### config.mk
export PLATFORM = sky130hd
export DESIGN_NAME = midi_channel_message_parser_core
export DESIGN_NICKNAME = d
export VERILOG_FILES = /design/src/rtl/mcp_pkg.sv /design/src/rtl/midi_channel_message_parser_core.sv /design/src/rtl/mcp_parse_state.sv
export VERILOG_INCLUDE_DIRS = /design/src /design/src/rtl
export SDC_FILE = /design/constraint.sdc
export NUM_CORES = 1
export LEC_CHECK = 0
export BUFFER_PORTS_ARGS = -buffer_cell sky130_fd_sc_hd__buf_2
export CORE_UTILIZATION = 30
export CTS_CLUSTER_DIAMETER = 200
export DETAILED_ROUTE_END_ITERATION = 6
export HOLD_SLACK_MARGIN = 0.15
export PLACE_DENSITY = 0.53
export RECOVER_POWER = 100
export REMOVE_ABC_BUFFERS = 1
export SYNTH_ARGS = -nofsm -noshare
export SYNTH_HDL_FRONTEND = slang
export SYNTH_HIERARCHICAL = 1
export SYNTH_SLANG_ARGS = --single-unit
### constraint.sdc
create_clock -name clk -period 13 [get_ports clk]
set_clock_uncertainty 0.15 [all_clocks]
set_input_delay 3.9 -clock clk [delete_from_list [all_inputs] [get_ports clk]]
set_output_delay 3.9 -clock clk [all_outputs]
set_load 0.05 [all_outputs]
### src/rtl/midi_channel_message_parser_core_defines.svh
// assertion macros shared by the midi channel message parser rtl
// expects clk and rst in the scope of the module that uses them
`ifndef MIDI_CHANNEL_MESSAGE_PARSER_CORE_DEFINES_SVH
`define MIDI_CHANNEL_MESSAGE_PARSER_CORE_DEFINES_SVH

// same-cycle implication
`define MCP_ASSERT_NOW(label, ante, cons) \
  label: assert property (@(posedge clk) disable iff (rst) (ante) |-> (cons)) \
    else $error("mcp same-cycle check failed");

// next-cycle implication
`define MCP_ASSERT_NEXT(label, ante, cons) \
  label: assert property (@(posedge clk) disable iff (rst) (ante) |=> (cons)) \
    else $error("mcp next-cycle check failed");

`endif

### src/rtl/mcp_pkg.sv
// package for the midi channel message parser
// constants, status kinds and the parser result struct; no dependencies
`timescale 1ns / 1ps

package mcp_pkg;

  localparam logic [15:0] ResetChannelMask = 16'hFFFF;

  // upper nibble of a status byte
  localparam logic [3:0] KindProgram  = 4'hC;
  localparam logic [3:0] KindPressure = 4'hD;
  localparam logic [3:0] KindSystem   = 4'hF;

  localparam logic [1:0] LenOne = 2'd1;
  localparam logic [1:0] LenTwo = 2'd2;

  typedef struct packed {
    logic       emit;
    logic [7:0] status_byte;
    logic [3:0] channel;
    logic [6:0] data_first;
    logic [6:0] data_second;
  } result_t;

endpackage

### src/rtl/midi_channel_message_parser_core.sv
// top level of the midi channel message parser: input register, parser, result register
// depends on mcp_pkg, mcp_parse_state and midi_channel_message_parser_core_defines.svh
`timescale 1ns / 1ps
`include "midi_channel_message_parser_core_defines.svh"

// Takes one MIDI byte per transfer and gives one result transfer for each completed
// channel message (status, channel, up to two data bytes), with running status and a
// per-channel mask written through cfg_write_enable/cfg_write_data (reset 0xFFFF).
// A byte is taken every cycle when the result side does not stall. An input byte
// passes through the input register, then the parser update that loads the result
// register. System bytes 0xF0-0xFF are dropped.

module midi_channel_message_parser_core (
  input  logic        clk,
  input  logic        rst,
  input  logic        cfg_write_enable,
  input  logic [15:0] cfg_write_data,
  input  logic        midi_valid,
  output logic        midi_stall,
  input  logic [7:0]  midi_byte,
  output logic        result_valid,
  input  logic        result_stall,
  output logic [7:0]  status_byte,
  output logic [3:0]  channel,
  output logic [6:0]  data_first,
  output logic [6:0]  data_second
);
  import mcp_pkg::*;

  logic [15:0] chan_enable;
  logic        in_full;
  logic [7:0]  in_byte;
  logic        advance;
  logic        step;
  result_t     result;

  assign advance    = !result_valid || !result_stall;
  assign step       = in_full && advance;
  assign midi_stall = in_full && !advance;

  always_ff @(posedge clk) begin
    if (rst) begin
      chan_enable <= ResetChannelMask;
    end else if (cfg_write_enable) begin
      chan_enable <= cfg_write_data;
    end
  end

  always_ff @(posedge clk) begin
    if (rst) begin
      in_full <= 1'b0;
    end else if (midi_valid && !midi_stall) begin
      in_full <= 1'b1;
    end else if (advance) begin
      in_full <= 1'b0;
    end
  end

  always_ff @(posedge clk) begin
    if (midi_valid && !midi_stall) begin
      in_byte <= midi_byte;
    end
  end

  mcp_parse_state u_parse (
    .clk          (clk),
    .rst          (rst),
    .step         (step),
    .midi_byte    (in_byte),
    .chan_enable  (chan_enable),
    .result       (result)
  );

  always_ff @(posedge clk) begin
    if (rst) begin
      result_valid <= 1'b0;
    end else if (advance) begin
      result_valid <= step && result.emit;
    end
  end

  always_ff @(posedge clk) begin
    if (step && result.emit) begin
      status_byte <= result.status_byte;
      channel     <= result.channel;
      data_first  <= result.data_first;
      data_second <= result.data_second;
    end
  end

  `MCP_ASSERT_NOW(a_stall_only_when_blocked, midi_stall, in_full && result_valid && result_stall)
  `MCP_ASSERT_NOW(a_result_is_channel_status, result_valid, status_byte[7] && status_byte[7:4] != KindSystem)
  `MCP_ASSERT_NEXT(a_held_input_kept, in_full && !advance, in_full && $stable(in_byte))

endmodule

### src/rtl/mcp_parse_state.sv
// parser state: running status, channel mask check and data assembly
// depends on mcp_pkg and midi_channel_message_parser_core_defines.svh
`timescale 1ns / 1ps
`include "midi_channel_message_parser_core_defines.svh"

module mcp_parse_state (
  input  logic            clk,
  input  logic            rst,
  input  logic            step,
  input  logic [7:0]      midi_byte,
  input  logic [15:0]     chan_enable,
  output mcp_pkg::result_t result
);
  import mcp_pkg::*;

  logic [7:0] current_status, current_status_next;
  logic [1:0] needed_length, needed_length_next;
  logic [1:0] byte_position, byte_position_next;
  logic [7:0] saved_status, saved_status_next;
  logic [1:0] saved_length, saved_length_next;
  logic [3:0] last_channel, last_channel_next;
  logic [6:0] data0, data0_next;
  logic [6:0] data1, data1_next;

  logic [3:0] kind;
  logic [7:0] cur_mid;
  logic [1:0] need_mid;
  logic [1:0] pos_mid;
  logic       done;

  assign kind = midi_byte[7:4];

  always_comb begin
    cur_mid            = current_status;
    need_mid           = needed_length;
    pos_mid            = byte_position;
    saved_status_next  = saved_status;
    saved_length_next  = saved_length;
    last_channel_next  = last_channel;
    data0_next         = data0;
    data1_next         = data1;
    if (midi_byte[7]) begin
      if (kind != KindSystem) begin
        last_channel_next = midi_byte[3:0];
        if (chan_enable[midi_byte[3:0]]) begin
          cur_mid           = midi_byte;
          saved_status_next = midi_byte;
          pos_mid           = 2'd0;
          need_mid          = (kind == KindProgram || kind == KindPressure) ? LenOne : LenTwo;
          saved_length_next = need_mid;
        end
      end
    end else begin
      if (current_status == 8'd0 && needed_length == 2'd0) begin
        cur_mid  = saved_status;
        need_mid = saved_length;
      end
      if (byte_position[0]) begin
        data1_next = midi_byte[6:0];
      end else begin
        data0_next = midi_byte[6:0];
      end
      pos_mid = byte_position + 2'd1;
    end
  end

  // message completion and return to idle
  always_comb begin
    current_status_next = cur_mid;
    needed_length_next  = need_mid;
    byte_position_next  = pos_mid;
    done                = 1'b0;
    if (pos_mid >= need_mid) begin
      byte_position_next = 2'd0;
      if (cur_mid != 8'd0) begin
        done                = 1'b1;
        current_status_next = 8'd0;
        needed_length_next  = 2'd0;
      end
    end
  end

  always_comb begin
    result.emit        = done;
    result.status_byte = cur_mid;
    result.channel     = last_channel_next;
    result.data_first  = data0_next;
    result.data_second = data1_next;
  end

  always_ff @(posedge clk) begin
    if (rst) begin
      current_status <= 8'd0;
      needed_length  <= 2'd0;
      byte_position  <= 2'd0;
      saved_status   <= 8'd0;
      saved_length   <= 2'd0;
      last_channel   <= 4'd0;
      data0          <= 7'd0;
      data1          <= 7'd0;
    end else if (step) begin
      current_status <= current_status_next;
      needed_length  <= needed_length_next;
      byte_position  <= byte_position_next;
      saved_status   <= saved_status_next;
      saved_length   <= saved_length_next;
      last_channel   <= last_channel_next;
      data0          <= data0_next;
      data1          <= data1_next;
    end
  end

  `MCP_ASSERT_NOW(a_busy_has_length, 1'b1, (current_status == 8'd0) == (needed_length == 2'd0))
  `MCP_ASSERT_NOW(a_position_in_message, current_status != 8'd0, byte_position < needed_length)
  `MCP_ASSERT_NEXT(a_emit_goes_idle, step && done, current_status == 8'd0 && byte_position == 2'd0)

endmodule
== Yosys cells after proc, flatten, opt, wreduce, memory -nomap -nowiden ==
Index checks and enable logic that the tools add are counted.

* Add/subtract/negate cells: 1
* $lt $le $gt $ge: 2
* Eq/ne operators: 3
* Multiplexer cells: 29
* Reductions and logical operators: 16

{| class="wikitable"
|+ Operators by type and width
! operator !! count
|-
| $mux W8 || 6
|-
| $mux W7 || 4
|-
| $mux W2 || 11
|-
| $eq A4 B4 Y1 const B || 2
|-
| $logic_not A8 Y1 || 1
|-
| $mux W4 || 2
|-
| $reduce_bool A8 Y1 || 1
|-
| $logic_and A1 B1 Y1 || 5
|-
| $lt A4 B5 Y1 const B || 1
|-
| $mux W1 || 5
|-
| $bmux W1 S4 || 1
|-
| $logic_not A1 Y1 || 4
|-
| $ne A4 B4 Y1 const B || 1
|-
| $reduce_and A4 Y1 || 1
|-
| $add A2 B1 Y2 const B || 1
|-
| $ge A2 B2 Y1 || 1
|-
| $logic_not A2 Y1 || 1
|-
| $logic_or A1 B1 Y1 || 2
|-
| $reduce_bool A2 Y1 || 1
|}

* Register bits after elaboration: 92
* Input bits: 29
* Output and inout bits: 28

== Logic depth before layout (Yosys ltp) ==
Gate-level depths: netlist of the first run.

* Word-level depth: 9
* Depth in mapped cells: 15
* Mapped depth without buffers: 13

== Hierarchy ==
The synthesis of the first run kept the hierarchy.

{| class="wikitable"
|+ Modules (own cells, without submodules)
! module !! instances !! cells an instance !! area each (µm²) !! sequential area each (µm²)
|-
| mcp_parse_state || 1 || 263 || 2314.7 || 800.8
|-
| midi_channel_message_parser_core || 1 || 99 || 1706.6 || 1381.3
|}

== Worst setup path before layout of the first run ==
Ideal clock, no wire load.

* Kind: input to output
* Start point: in result_stall
* End point: out midi_stall
* Arrival: 4342 ps
* Path slack: 4608 ps
* Stages: 2
* Path buffers: 0
* Cells stage by stage: nand3_1 -> inv_1

* Cells in the longest elaborated chain, start to end: 4

{| class="wikitable"
|+ Ends and longest elaborated chain
! what !! RTL line !! text
|-
| from (decl) || midi_channel_message_parser_core.sv:22 || <nowiki>input logic result_stall,</nowiki>
|-
| $logic_not A1 Y1 || midi_channel_message_parser_core.sv:37 || <nowiki>assign advance = !result_valid || !result_stall;</nowiki>
|-
| $logic_or A1 B1 Y1 || midi_channel_message_parser_core.sv:37 ||
|-
| $logic_not A1 Y1 || midi_channel_message_parser_core.sv:39 || <nowiki>assign midi_stall = in_full && !advance;</nowiki>
|-
| $logic_and A1 B1 Y1 || midi_channel_message_parser_core.sv:39 ||
|-
| to (decl) || midi_channel_message_parser_core.sv:19 || <nowiki>output logic midi_stall,</nowiki>
|}

No other way between the ends.

== Final worst setup path of the first run ==
Ends and elaborated chain as after synthesis.

==> out/results.tsv, run 1 <==
stage	metric	value	unit
sta	Tcrit/Tclk final	67.1	%
sta	RSZ-0062 raised after global routing	no	
flow_run	max cap viols	1	
synthesis	Cell Area, Synth	0.00402	mm²
global_routing	vias in the first global route	2861	
sta	Worst Max-Slew Pin Slew	2.74	ns
route	DRT Wirelength	9.01	mm
synthesis	Netlist cell types	54	
global_routing	Tot GR Track Use	13.3	%
route	Routed WL per cell	15.4	µm
placed_design	placer congestion estimate	0.819	
power	Leakage	1.80	nW
route	Vias per Instance	4.86	
status	status	finished, violations left	
sta	final-report max-slew violation count	60	
layout	nets	439	
power	Pwr Total	0.663	mW
cts	CTS tree	built	
sta	relative slew slack	-82.6	%
sta	final hold viol count	0	
global_routing	initial antenna violation count	0	
synthesis	yosys warns	6	
cts	H-Tree Depth	3	
cts	PostCTS Resize Cnt	0	
cts	hold buffers post-CTS	0	
synthesis	top cells by area, synth	dfxtp_1 (29%), edfxtp_1 (25%), mux2i_1 (7.7%), mux2_2 (4.2%), a211o_1 (3.9%)	
cts	clock tree buffer depth	2	
layout	post-route non-filler standard cell count	585	
layout	share of post-route cells with drive strength above 1	12.1	%
floorplan	row cnt	41	
power	Cell Pwr Density	143	mW/mm²
synthesis	area leader, netlist	dfxtp_1	
cts	clock root cell	clkbuf_16	
critical_path	worst path arrival time	4.67	ns
cts	register clock-pin slew on the reported worst setup and hold paths	0.06	ns
status	failing checks	capacitance limit, slew limit	
min_path	Hold WC Path Type	register to register	
floorplan	I/O pin total	57	
cts	CTS Sinks	92	
synthesis	EDFF count, synth	34	
cts	postcts setup bufs	0	
route	antenna-violating nets left	0	
synthesis	ys flop type	dfxtp_1	
synthesis	Synth top area share	28.9	%
placed_design	Cells after DPL	569	
layout	ant diodes	0	
floorplan	die area	0.0139	mm²
floorplan	Die H	118	µm
critical_path	critical path type	input port to primary output	
critical_path	Setup crit end kind	primary output	
synthesis	fraction of registers with async set/reset	0	%
synthesis	synth cell count leaders	dfxtp_1 (58), nor2_1 (41), edfxtp_1 (34)	
global_routing	total global routing overflow	0	
global_routing	largest net degree at the start of global routing	60	
route	drt first-iter violations	86	
layout	Syn-to-layout area delta	15.3	%
placed_design	IO buf count	56	
sta	minimum clock period	8.72	ns
floorplan	Core Region	0.0128	mm²
global_routing	first-pass GRT wire length	14.5	mm
critical_path	startpoint types	input port	
sta	count of final setup violators	0	
route	drt first pass iters	4	
sta	total negative slack	0	ns
synthesis	flops & latches, synth	92	
synthesis	register area share after synthesis	54.3	%
floorplan	Die W	118	µm
cts	worst skew pair latency	0.34	ns
sta	FMAX	115	MHz
critical_path	Critical Path RT	8.95	ns
synthesis	Synth Instances	362	
cts	CTS Buf Count	9	
layout	Fill cells	1327	
synthesis	count leader, synth	dfxtp_1	
placed_design	Post-DP HPWL	5.87	mm
synthesis	Mean Syn Cell Area	11.1	µm²
floorplan	Starting Density	31.4	%
route	DR vias	2842	
route	# DRC	0	
critical_path	Max Fanout on Critical Path	3	
power	peak supply drop	0.0542	mV
worst paths after layout:
kind                                               from                       to  slack, ns  cells after the start
worst min register to register  u_parse/saved_length[0]  u_parse/saved_length[0]       0.32                      2
worst max-delay path                       result_stall               midi_stall       4.28                      4
worst max register to register               in_byte[1]               channel[0]       7.96                     13
worst min-delay path            u_parse/saved_length[0]  u_parse/saved_length[0]       0.32                      2
placed cells by master (no fill, tap or decap), types with 2 or more instances in the layout:
| cell type | instances |
|---|---|
| a31oi_1 | 3 |
| clkbuf_1 | 31 |
| nor2b_1 | 25 |
| clkinv_1 | 2 |
| and3_1 | 2 |
| nor2_1 | 41 |
| dfxtp_1 | 58 |
| a22o_1 | 2 |
| a41oi_1 | 3 |
| mux2_1 | 15 |
| a211o_1 | 18 |
| and2_0 | 2 |
| and2_1 | 2 |
| clkbuf_16 | 9 |
| a21oi_1 | 15 |
| clkinv_2 | 3 |
| inv_1 | 13 |
| a22oi_1 | 3 |
| nand2_1 | 10 |
| edfxtp_1 | 34 |
| nor4_1 | 3 |
| o22ai_1 | 2 |
| a2bb2oi_1 | 4 |
| ha_1 | 2 |
| mux2_2 | 2 |
| or4_1 | 2 |
| a211oi_1 | 6 |
| nor3_1 | 3 |
| nand2b_1 | 6 |
| o21ai_0 | 7 |
| nand4_1 | 2 |
| mux2i_1 | 31 |
| buf_2 | 26 |
| nand3_1 | 3 |
| o32a_1 | 2 |
cell families after synthesis:
family | count (synthesis) | synth area share, %
mux | 48 | 12.5
buf+inv | 37 | 4.48
simple gates | 106 | 13.8
xor+xnor | 1 | 0.218
fa+ha+maj | 2 | 0.622
flops | 92 | 54.3
compound gates | 76 | 14.2
final cells by class:
class | count | area [µm²] | area share, %
tap | 172 | 215 | 4.64
clock inverter | 6 | 38.8 | 0.837
inverter | 14 | 52.6 | 1.13
clock buffer | 10 | 239 | 5.16
sequential | 92 | 2180 | 47.1
multi-input combinational | 233 | 1650 | 35.7
timing repair buffer | 58 | 254 | 5.48
worst max-delay path, stage by stage:
cell,delay (ns)
clkbuf_1,0.11
nand3_1,0.11
inv_1,0.09
clkbuf_1,0.46
layer usage:
layer,up-vias,GRT usage (%),part of all wire [%]
met5,-,0,0
met4,0,5.93,1.5
met3,14,2.76,4.1
met2,64,21.3,45
met1,1360,17.2,49
li1,1404,-,-
flip-flops by register name, indices dropped and copies added (netlist names):
register / flops
chan_enable: 16
channel: 4
data_first: 7
data_second: 7
in_byte: 8
in_full: 1
result_valid: 1
status_byte: 8
u_parse/byte_position: 2
u_parse/current_status: 8
u_parse/data0: 7
u_parse/data1: 7
u_parse/last_channel: 4
u_parse/needed_length: 2
u_parse/saved_length: 2
u_parse/saved_status: 8
report_power, final:
part | switching, mW | internal, mW
Combinational | 0.0614 | 0.0300
Clock | 0.111 | 0.135
Sequential | 0.0104 | 0.316
Total | 0.183 | 0.480
per-stage QoR:
step	area, µm²	hold slack (ns)	setup slack, ns	utilization (%)
3_5_place_dp	4410	0.307	4.51	34.4
4_1_cts	4690	0.316	4.51	36.5
2_1_floorplan	3890	0.281	4.61	-
5_1_grt	4640	0.337	4.23	36.1
3_3_place_gp	4410	0.297	4.52	34.4
6_report	4640	0.319	4.28	36.1
No activity file was read; power rests on OpenSTA's default activity.
==> run 2, diff against run 1 <==
--- a/config.mk
+++ b/config.mk
@@ -6,6 +6,7 @@
 export SDC_FILE = /design/constraint.sdc
 export NUM_CORES = 1
 export LEC_CHECK = 0
+export ABC_AREA = 1
 export BUFFER_PORTS_ARGS = -buffer_cell sky130_fd_sc_hd__buf_2
 export CORE_UTILIZATION = 30
 export CTS_CLUSTER_DIAMETER = 200
==> constraint.sdc (replaced) <==
create_clock -name clk -period 8.8 [get_ports clk]
set_clock_uncertainty 0.15 [all_clocks]
set_input_delay 2.64 -clock clk [delete_from_list [all_inputs] [get_ports clk]]
set_output_delay 2.64 -clock clk [all_outputs]
set_load 0.05 [all_outputs]
==> out/results.tsv, run 2 <==
stage	metric	value	unit	change
critical_path	critical path's top delay family	buffers and inverters		
placed_design	Area after DPL	0.00457	mm²	+3.7%
floorplan	Core Region	0.0135	mm²	+4.9%
layout	commonest cells after routing, fill and taps aside	nand2_1 (122), inv_1 (62), dfxtp_1 (58)		
layout	Finished Cell Area	0.00478	mm²	+3.1%
layout	ant diodes	0		unchanged
sta	RSZ-0062 raised after global routing	no		
synthesis	mux share of post-synthesis cell area	0	%	-12 points
floorplan	die area	0.0144	mm²	+4.2%
synthesis	top cells by area, synth	dfxtp_1 (28%), edfxtp_1 (24%), nand2_1 (11%), inv_1 (5.5%), o21ai_0 (4.5%)		
synthesis	Cell Area, Synth	0.00419	mm²	+4.2%
synthesis	Synth Area in Compound Gates	9.94	%	-4.2 points
flow_run	max cap viols	2		+1
critical_path	Largest stage delay, worst path	0.45	ns	about the same
synthesis	yosys warns	6		unchanged
floorplan	I/O pin total	57		unchanged
status	failing checks	capacitance limit, slew limit		
route	drt first pass iters	4		unchanged
critical_path	worst path arrival time	3.37	ns	-1.30 ns
layout	most common cell after layout, fill and taps aside	nand2_1		
synthesis	fraction of registers with async set/reset	0	%	unchanged
route	Vias per Instance	4.53		-6.7%
min_path	Hold WC Path Type	register to register		
synthesis	count leader, synth	nand2_1		
route	antenna-violating nets left	0		unchanged
sta	final hold viol count	0		unchanged
placed_design	Post-DP HPWL	6.48	mm	+10%
layout	Most flops, register	chan_enable		
power	Leakage	2.08	nW	+16%
global_routing	total global routing overflow	0		unchanged
global_routing	GR Util met2	21.6	%	+0.23 points
synthesis	Synth Instances	500		+38%
sta	relative slew slack	-35.2	%	+47 points
critical_path	Setup crit end kind	primary output		
critical_path	crit path max-delay cell type	clkbuf_1		
synthesis	synth cell count leaders	nand2_1 (120), inv_1 (61), dfxtp_1 (58)		
layout	share of post-route cells with drive strength above 1	13.6	%	+1.5 points
floorplan	Starting Density	31.2	%	-0.20 points
status	status	finished, violations left		
route	DRT Wirelength	9.53	mm	+5.8%
cts	CTS Buf Count	9		unchanged
layout	Syn-to-layout area delta	14.0	%	
placed_design	IO buf count	56		unchanged
sta	Tcrit/Tclk final	70.0	%	
sta	FMAX	162	MHz	
synthesis	Netlist cell types	34		-37%
global_routing	M1 GR Usage	18.1	%	+0.82 points
synthesis	adder-cell share of the synthesized area	0.597	%	-0.025 points
cts	clock root cell	clkbuf_16		
global_routing	initial antenna violation count	0		unchanged
synthesis	largest family of logic cells by synthesized area	simple AND/OR/NAND/NOR gates		
route	Routed WL per cell	13.1	µm	-15%
sta	worst hold slack	0.312	ns	-0.00783 ns
synthesis	Mean Syn Cell Area	8.38	µm²	-25%
cts	worst skew pair latency	0.35	ns	about the same
floorplan	Die H	120	µm	+2.1%
cts	H-Tree Depth	3		unchanged
cts	register clock-pin slew on the reported worst setup and hold paths	0.06	ns	about the same
layout	nets	578		+32%
sta	count of final setup violators	0		unchanged
sta	minimum clock period	6.16	ns	
synthesis	flops & latches, synth	92		unchanged
global_routing	met3 Use GR	4.10	%	+1.3 points
floorplan	Die W	120	µm	+2.1%
synthesis	area leader, netlist	dfxtp_1		
route	DR vias	3300		+16%
synthesis	EDFF count, synth	34		unchanged
synthesis	ys flop type	dfxtp_1		
synthesis	Synth top area share	27.7	%	-1.2 points
cts	hold buffers post-CTS	0		unchanged
global_routing	Most Used Layer, Global Route	met2		
power	peak supply drop	0.0989	mV	+82%
cts	PostCTS Resize Cnt	0		unchanged
floorplan	row cnt	42		+2.4%
sta	final-report max-slew violation count	70		+17%
critical_path	startpoint types	input port		
critical_path	Critical path buffers and inverters	3		unchanged
critical_path	CP Cell Sequence	clkbuf_1 -> nand3_1 -> inv_1 -> clkbuf_1		
global_routing	vias in the first global route	3098		+8.3%
route	drt first-iter violations	224		+160%
layout	max FFs per register	16		unchanged
critical_path	Max Fanout on Critical Path	3		unchanged
synthesis	register area share after synthesis	52.1	%	-2.2 points
critical_path	Worst path most repeated cell	clkbuf_1		
cts	clock tree buffer depth	2		unchanged
synthesis	post-synthesis xor/xnor area fraction	0.209	%	-0.0088 points
global_routing	largest net degree at the start of global routing	43		-28%
critical_path	critical path type	input port to primary output		
global_routing	first-pass GRT wire length	15.4	mm	+6.8%
critical_path	Critical Path RT	6.01	ns	-2.94 ns
synthesis	Simple-Gate Fraction of Synth Area	27.4	%	+14 points
sta	total negative slack	0	ns	unchanged
cts	postcts setup bufs	0		unchanged
cts	CTS Sinks	92		unchanged
placed_design	placer congestion estimate	0.799		-2.4%
global_routing	Tot GR Track Use	14.1	%	+0.77 points
power	Cell Pwr Density	219	mW/mm²	+53%
sta	Worst Max-Slew Pin Slew	2.03	ns	-0.710 ns
cts	CTS tree	built		
route	# DRC	0		unchanged
==> run 2: worst register-to-register path: cells and delay by family, from the launching register on <==
family | cells | cell delay (ns)
adder cells (fa/ha/maj) | 1 | 0.29
AO/OA/AOI/OAI | 2 | 0.15
flip-flops | 1 | 0.84
AND/OR/NAND/NOR | 10 | 1.82
buffers and inverters | 6 | 1.41
==> run 2: path summary, 6_finish.rpt <==
kind | start | depth (start not counted) | slack (ns) | to
setup / recovery | result_stall | 4 | 2.64 | midi_stall
hold / removal | chan_enable[7] | 2 | 0.31 | chan_enable[7]
setup reg to reg | in_byte[7] | 19 | 3.74 | data_first[6]
hold reg to reg | chan_enable[7] | 2 | 0.31 | chan_enable[7]
==> run 2: cell type report <==
class	instances	area (µm²)
timing repair buffer	59	254
clock buffer	10	229
tap	176	220
fill	1463	8670
clock inverter	6	88.8
sequential	92	2180
inverter	67	262
multi-input combinational	318	1540
==> run 2: through the flow <==
step | power, mW | std cells | utilization, % | setup slack, ns
6_report | 1.05 | 728 | 35.5 | 2.64
5_1_grt | 1.10 | 728 | 35.5 | 2.47
4_1_cts | 1.07 | 728 | 36.3 | 2.85
3_5_place_dp | 0.653 | 712 | 34.0 | 2.86
3_3_place_gp | 0.650 | 712 | 34.0 | 2.86
2_1_floorplan | 0.606 | 477 | - | 2.92
==> run 2: logic make-up (layout without fill, tap and decap cells) <==
| kind of cell | Yosys count | count (layout) |
|---|---|---|
| and+or+nand+nor | 240 | 240 |
| xor gates and xnor gates | 1 | 1 |
| adders and majority gates | 2 | 2 |
| DFF | 92 | 92 |
| AOI/OAI and AO/OA | 75 | 75 |
| buffers and inverters | 90 | 142 |
==> run 2: power breakdown <==
part / internal, mW / switching, mW / total, mW
clock: 0.249 / 0.162 / 0.411
combinational: 0.0381 / 0.110 / 0.148
sequential: 0.472 / 0.0152 / 0.487
==> run 2: metal layers <==
layer / wire length (µm) / share of wire [%] / vias up
met5: 0 / 0 / -
met4: 159 / 1.7 / 0
met3: 593 / 6.2 / 10
met2: 4400 / 46 / 84
met1: 4370 / 46 / 1513
li1: - / - / 1693
==> run 3, diff against run 2 <==
--- a/config.mk
+++ b/config.mk
@@ -12,7 +12,7 @@
 export CTS_CLUSTER_DIAMETER = 200
 export DETAILED_ROUTE_END_ITERATION = 6
 export HOLD_SLACK_MARGIN = 0.15
-export PLACE_DENSITY = 0.53
+export PLACE_DENSITY = 0.55
 export RECOVER_POWER = 100
 export REMOVE_ABC_BUFFERS = 1
 export SYNTH_ARGS = -nofsm -noshare
==> constraint.sdc (replaced) <==
create_clock -name clk -period 5.1 [get_ports clk]
set_clock_uncertainty 0.15 [all_clocks]
set_input_delay 1.53 -clock clk [delete_from_list [all_inputs] [get_ports clk]]
set_output_delay 1.53 -clock clk [all_outputs]
set_load 0.05 [all_outputs]
==> out/results.tsv, run 3 (same netlist as run 2, synthesis figures left out) <==
stage	metric	value	unit	change
global_routing	Tot GR Track Use	14.3	%	+0.25 points
layout	final core utilization	35.6	%	+0.037 points
critical_path	Critical Path RT	5.21	ns	-0.80 ns
cts	register clock-pin slew on the reported worst setup and hold paths	0.06	ns	about the same
sta	final-report max-slew violation count	0		-100%
layout	max FFs per register	16		unchanged
floorplan	row cnt	42		unchanged
sta	final hold viol count	0		unchanged
min_path	hold path endpoint	chan_enable[6]		
sta	RSZ-0062 raised after global routing	no		
power	NetSw	0.500	mW	+74%
route	DRT Wirelength	9.68	mm	+1.5%
floorplan	die area	0.0144	mm²	unchanged
layout	Most flops, register	chan_enable		
power	sw frac	28.7	%	+1.3 points
critical_path	depth of the most critical reg-to-reg path	17		-2
layout	ant diodes	0		unchanged
floorplan	Core Region	0.0135	mm²	unchanged
power	Flop pwr share	48.3	%	+1.7 points
flow_run	max cap viols	0		-2
min_path	hold path startpoint	chan_enable[6]		
critical_path	critical path type	register to register		
critical_path	Setup crit start	in_byte[7]		
route	Routed WL per cell	13.3	µm	+1.3%
route	DR vias	3305		+0.15%
layout	most common cell after layout, fill and taps aside	nand2_1		
power	Cell Pwr Density	364	mW/mm²	+66%
sta	minimum clock period	4.16	ns	
min_path	Hold Path Depth	2		unchanged
global_routing	vias in the first global route	3296		+6.4%
layout	nets	580		+0.35%
sta	Tcrit/Tclk final	81.5	%	
status	status	complete, no violations		
cts	H-Tree Depth	3		unchanged
placed_design	Post-DP HPWL	6.78	mm	+4.7%
floorplan	Die W	120	µm	unchanged
critical_path	worst path arrival time	4.26	ns	+0.89 ns
sta	worst hold slack	0.308	ns	-0.00334 ns
floorplan	Starting Density	31.2	%	unchanged
cts	CTS tree	built		
layout	share of post-route cells with drive strength above 1	14.8	%	+1.2 points
cts	clock tree buffer depth	2		unchanged
route	drt first-iter violations	241		+7.6%
cts	worst skew pair latency	0.35	ns	about the same
power	Pwr Total	1.74	mW	+66%
min_path	Hold WC Path Type	register to register		
cts	CTS Sinks	92		unchanged
cts	hold buffers post-CTS	0		unchanged
power	peak supply drop	0.163	mV	+65%
route	antenna-violating nets left	0		unchanged
cts	postcts setup bufs	0		unchanged
sta	relative slew slack	7.17	%	+42 points
critical_path	Largest stage delay, worst path	0.79	ns	+0.34 ns
floorplan	I/O pin total	57		unchanged
layout	Syn-to-layout area delta	14.1	%	
sta	count of final setup violators	0		unchanged
critical_path	reg2reg setup slack	0.94	ns	-2.80 ns
critical_path	startpoint types	register		
critical_path	Setup crit end kind	register		
critical_path	r2r endpoint	u_parse/byte_position[0]		
layout	Fill cells	1466		+0.21%
route	Vias per Instance	4.53		-0.12%
cts	PostCTS Resize Cnt	0		unchanged
sta	FMAX	241	MHz	
power	clock power share	36.8	%	-2.5 points
placed_design	Area after DPL	0.00459	mm²	+0.33%
critical_path	crit path max-delay cell type	edfxtp_1		
power	Leakage	2.08	nW	about the same
global_routing	total global routing overflow	0		unchanged
critical_path	Worst path most repeated cell	nor2_1		
global_routing	initial antenna violation count	0		unchanged
power	combinational share of power	14.9	%	+0.8 points
placed_design	IO buf count	56		unchanged
critical_path	r2r startpoint	in_byte[7]		
cts	clock root cell	clkbuf_16		
placed_design	placer congestion estimate	0.852		+6.6%
power	cell internal pwr	1.24	mW	+64%
route	# DRC	0		unchanged
floorplan	Die H	120	µm	unchanged
critical_path	Max Fanout on Critical Path	17		+14
route	drt first pass iters	5		+1
sta	Worst Max-Slew Pin Slew	1.39	ns	-0.636 ns
layout	FF+latch area	0.00218	mm²	unchanged
layout	commonest cells after routing, fill and taps aside	nand2_1 (122), inv_1 (62), dfxtp_1 (58)		
layout	Finished Cell Area	0.00478	mm²	+0.10%
sta	total negative slack	0	ns	unchanged
layout	Multi-input gate area	0.00157	mm²	+1.5%
cts	CTS Buf Count	9		unchanged
critical_path	CP Cell Sequence	nand2_1 -> nor3_1 -> nor2_1 -> nand3_1 -> nand2_1 -> nand2_8 -> inv_1 -> o22ai_1 -> nor2_1 -> ha_1 -> inv_1 -> nor2_1 -> a211oi_1 -> inv_1 -> nor2_1 -> o21ai_0 -> a21oi_1		
global_routing	first-pass GRT wire length	15.9	mm	+3.0%
global_routing	largest net degree at the start of global routing	29		-33%
-- run 3: layout make-up --
cell class | count | area share, %
clock buffer | 11 | 5.31
sequential | 92 | 45.6
tap | 176 | 4.60
timing repair buffer | 61 | 5.55
clock inverter | 5 | 0.732
inverter | 67 | 5.47
multi-input combinational | 318 | 32.7
-- run 3: through the flow --
stage               setup WS (ns)  instances
global placement             1.38        714
global route                0.588        730
detailed placement           1.37        714
floorplan                   0.431        477
CTS                          1.37        730
finish                      0.944        730
-- run 3: power by group through the flow --
stage | clock network [mW] | logic [mW] | registers (mW)
after global routing | 0.687 | 0.289 | 0.846
after CTS | 0.658 | 0.273 | 0.841
after detailed placement | 0 | 0.272 | 0.857
after global placement | 0 | 0.267 | 0.856
final | 0.642 | 0.259 | 0.841
after floorplan | 0 | 0.139 | 0.906
-- run 3: worst max-delay path: cells and delay by family, from the launching register on --
| family | cells | cell delay (ns) |
|---|---|---|
| and+or+nand+nor | 9 | 1.97 |
| adders and majority gates | 1 | 0.30 |
| AOI/OAI and AO/OA | 4 | 0.65 |
| DFF | 1 | 0.79 |
| buffers and inverters | 3 | 0.21 |
-- run 3: worst max-delay path by stage --
stage,end,slack [ns],cells past startpoint
after floorplan,channel[0],0.43,18
after global placement,midi_stall,1.38,4
after detailed placement,midi_stall,1.37,4
after CTS,midi_stall,1.37,4
after global routing,u_parse/byte_position[0],0.59,17
final,u_parse/byte_position[0],0.94,17
-- run 3: per-layer routing --
metal | global-route usage (%) | share of wire (%) | vias up
met2 | 23.7 | 46 | 90
met5 | 0 | 0 | -
met4 | 6.72 | 2.2 | 0
li1 | - | - | 1698
met1 | 17.6 | 47 | 1502
met3 | 3.30 | 4.5 | 15
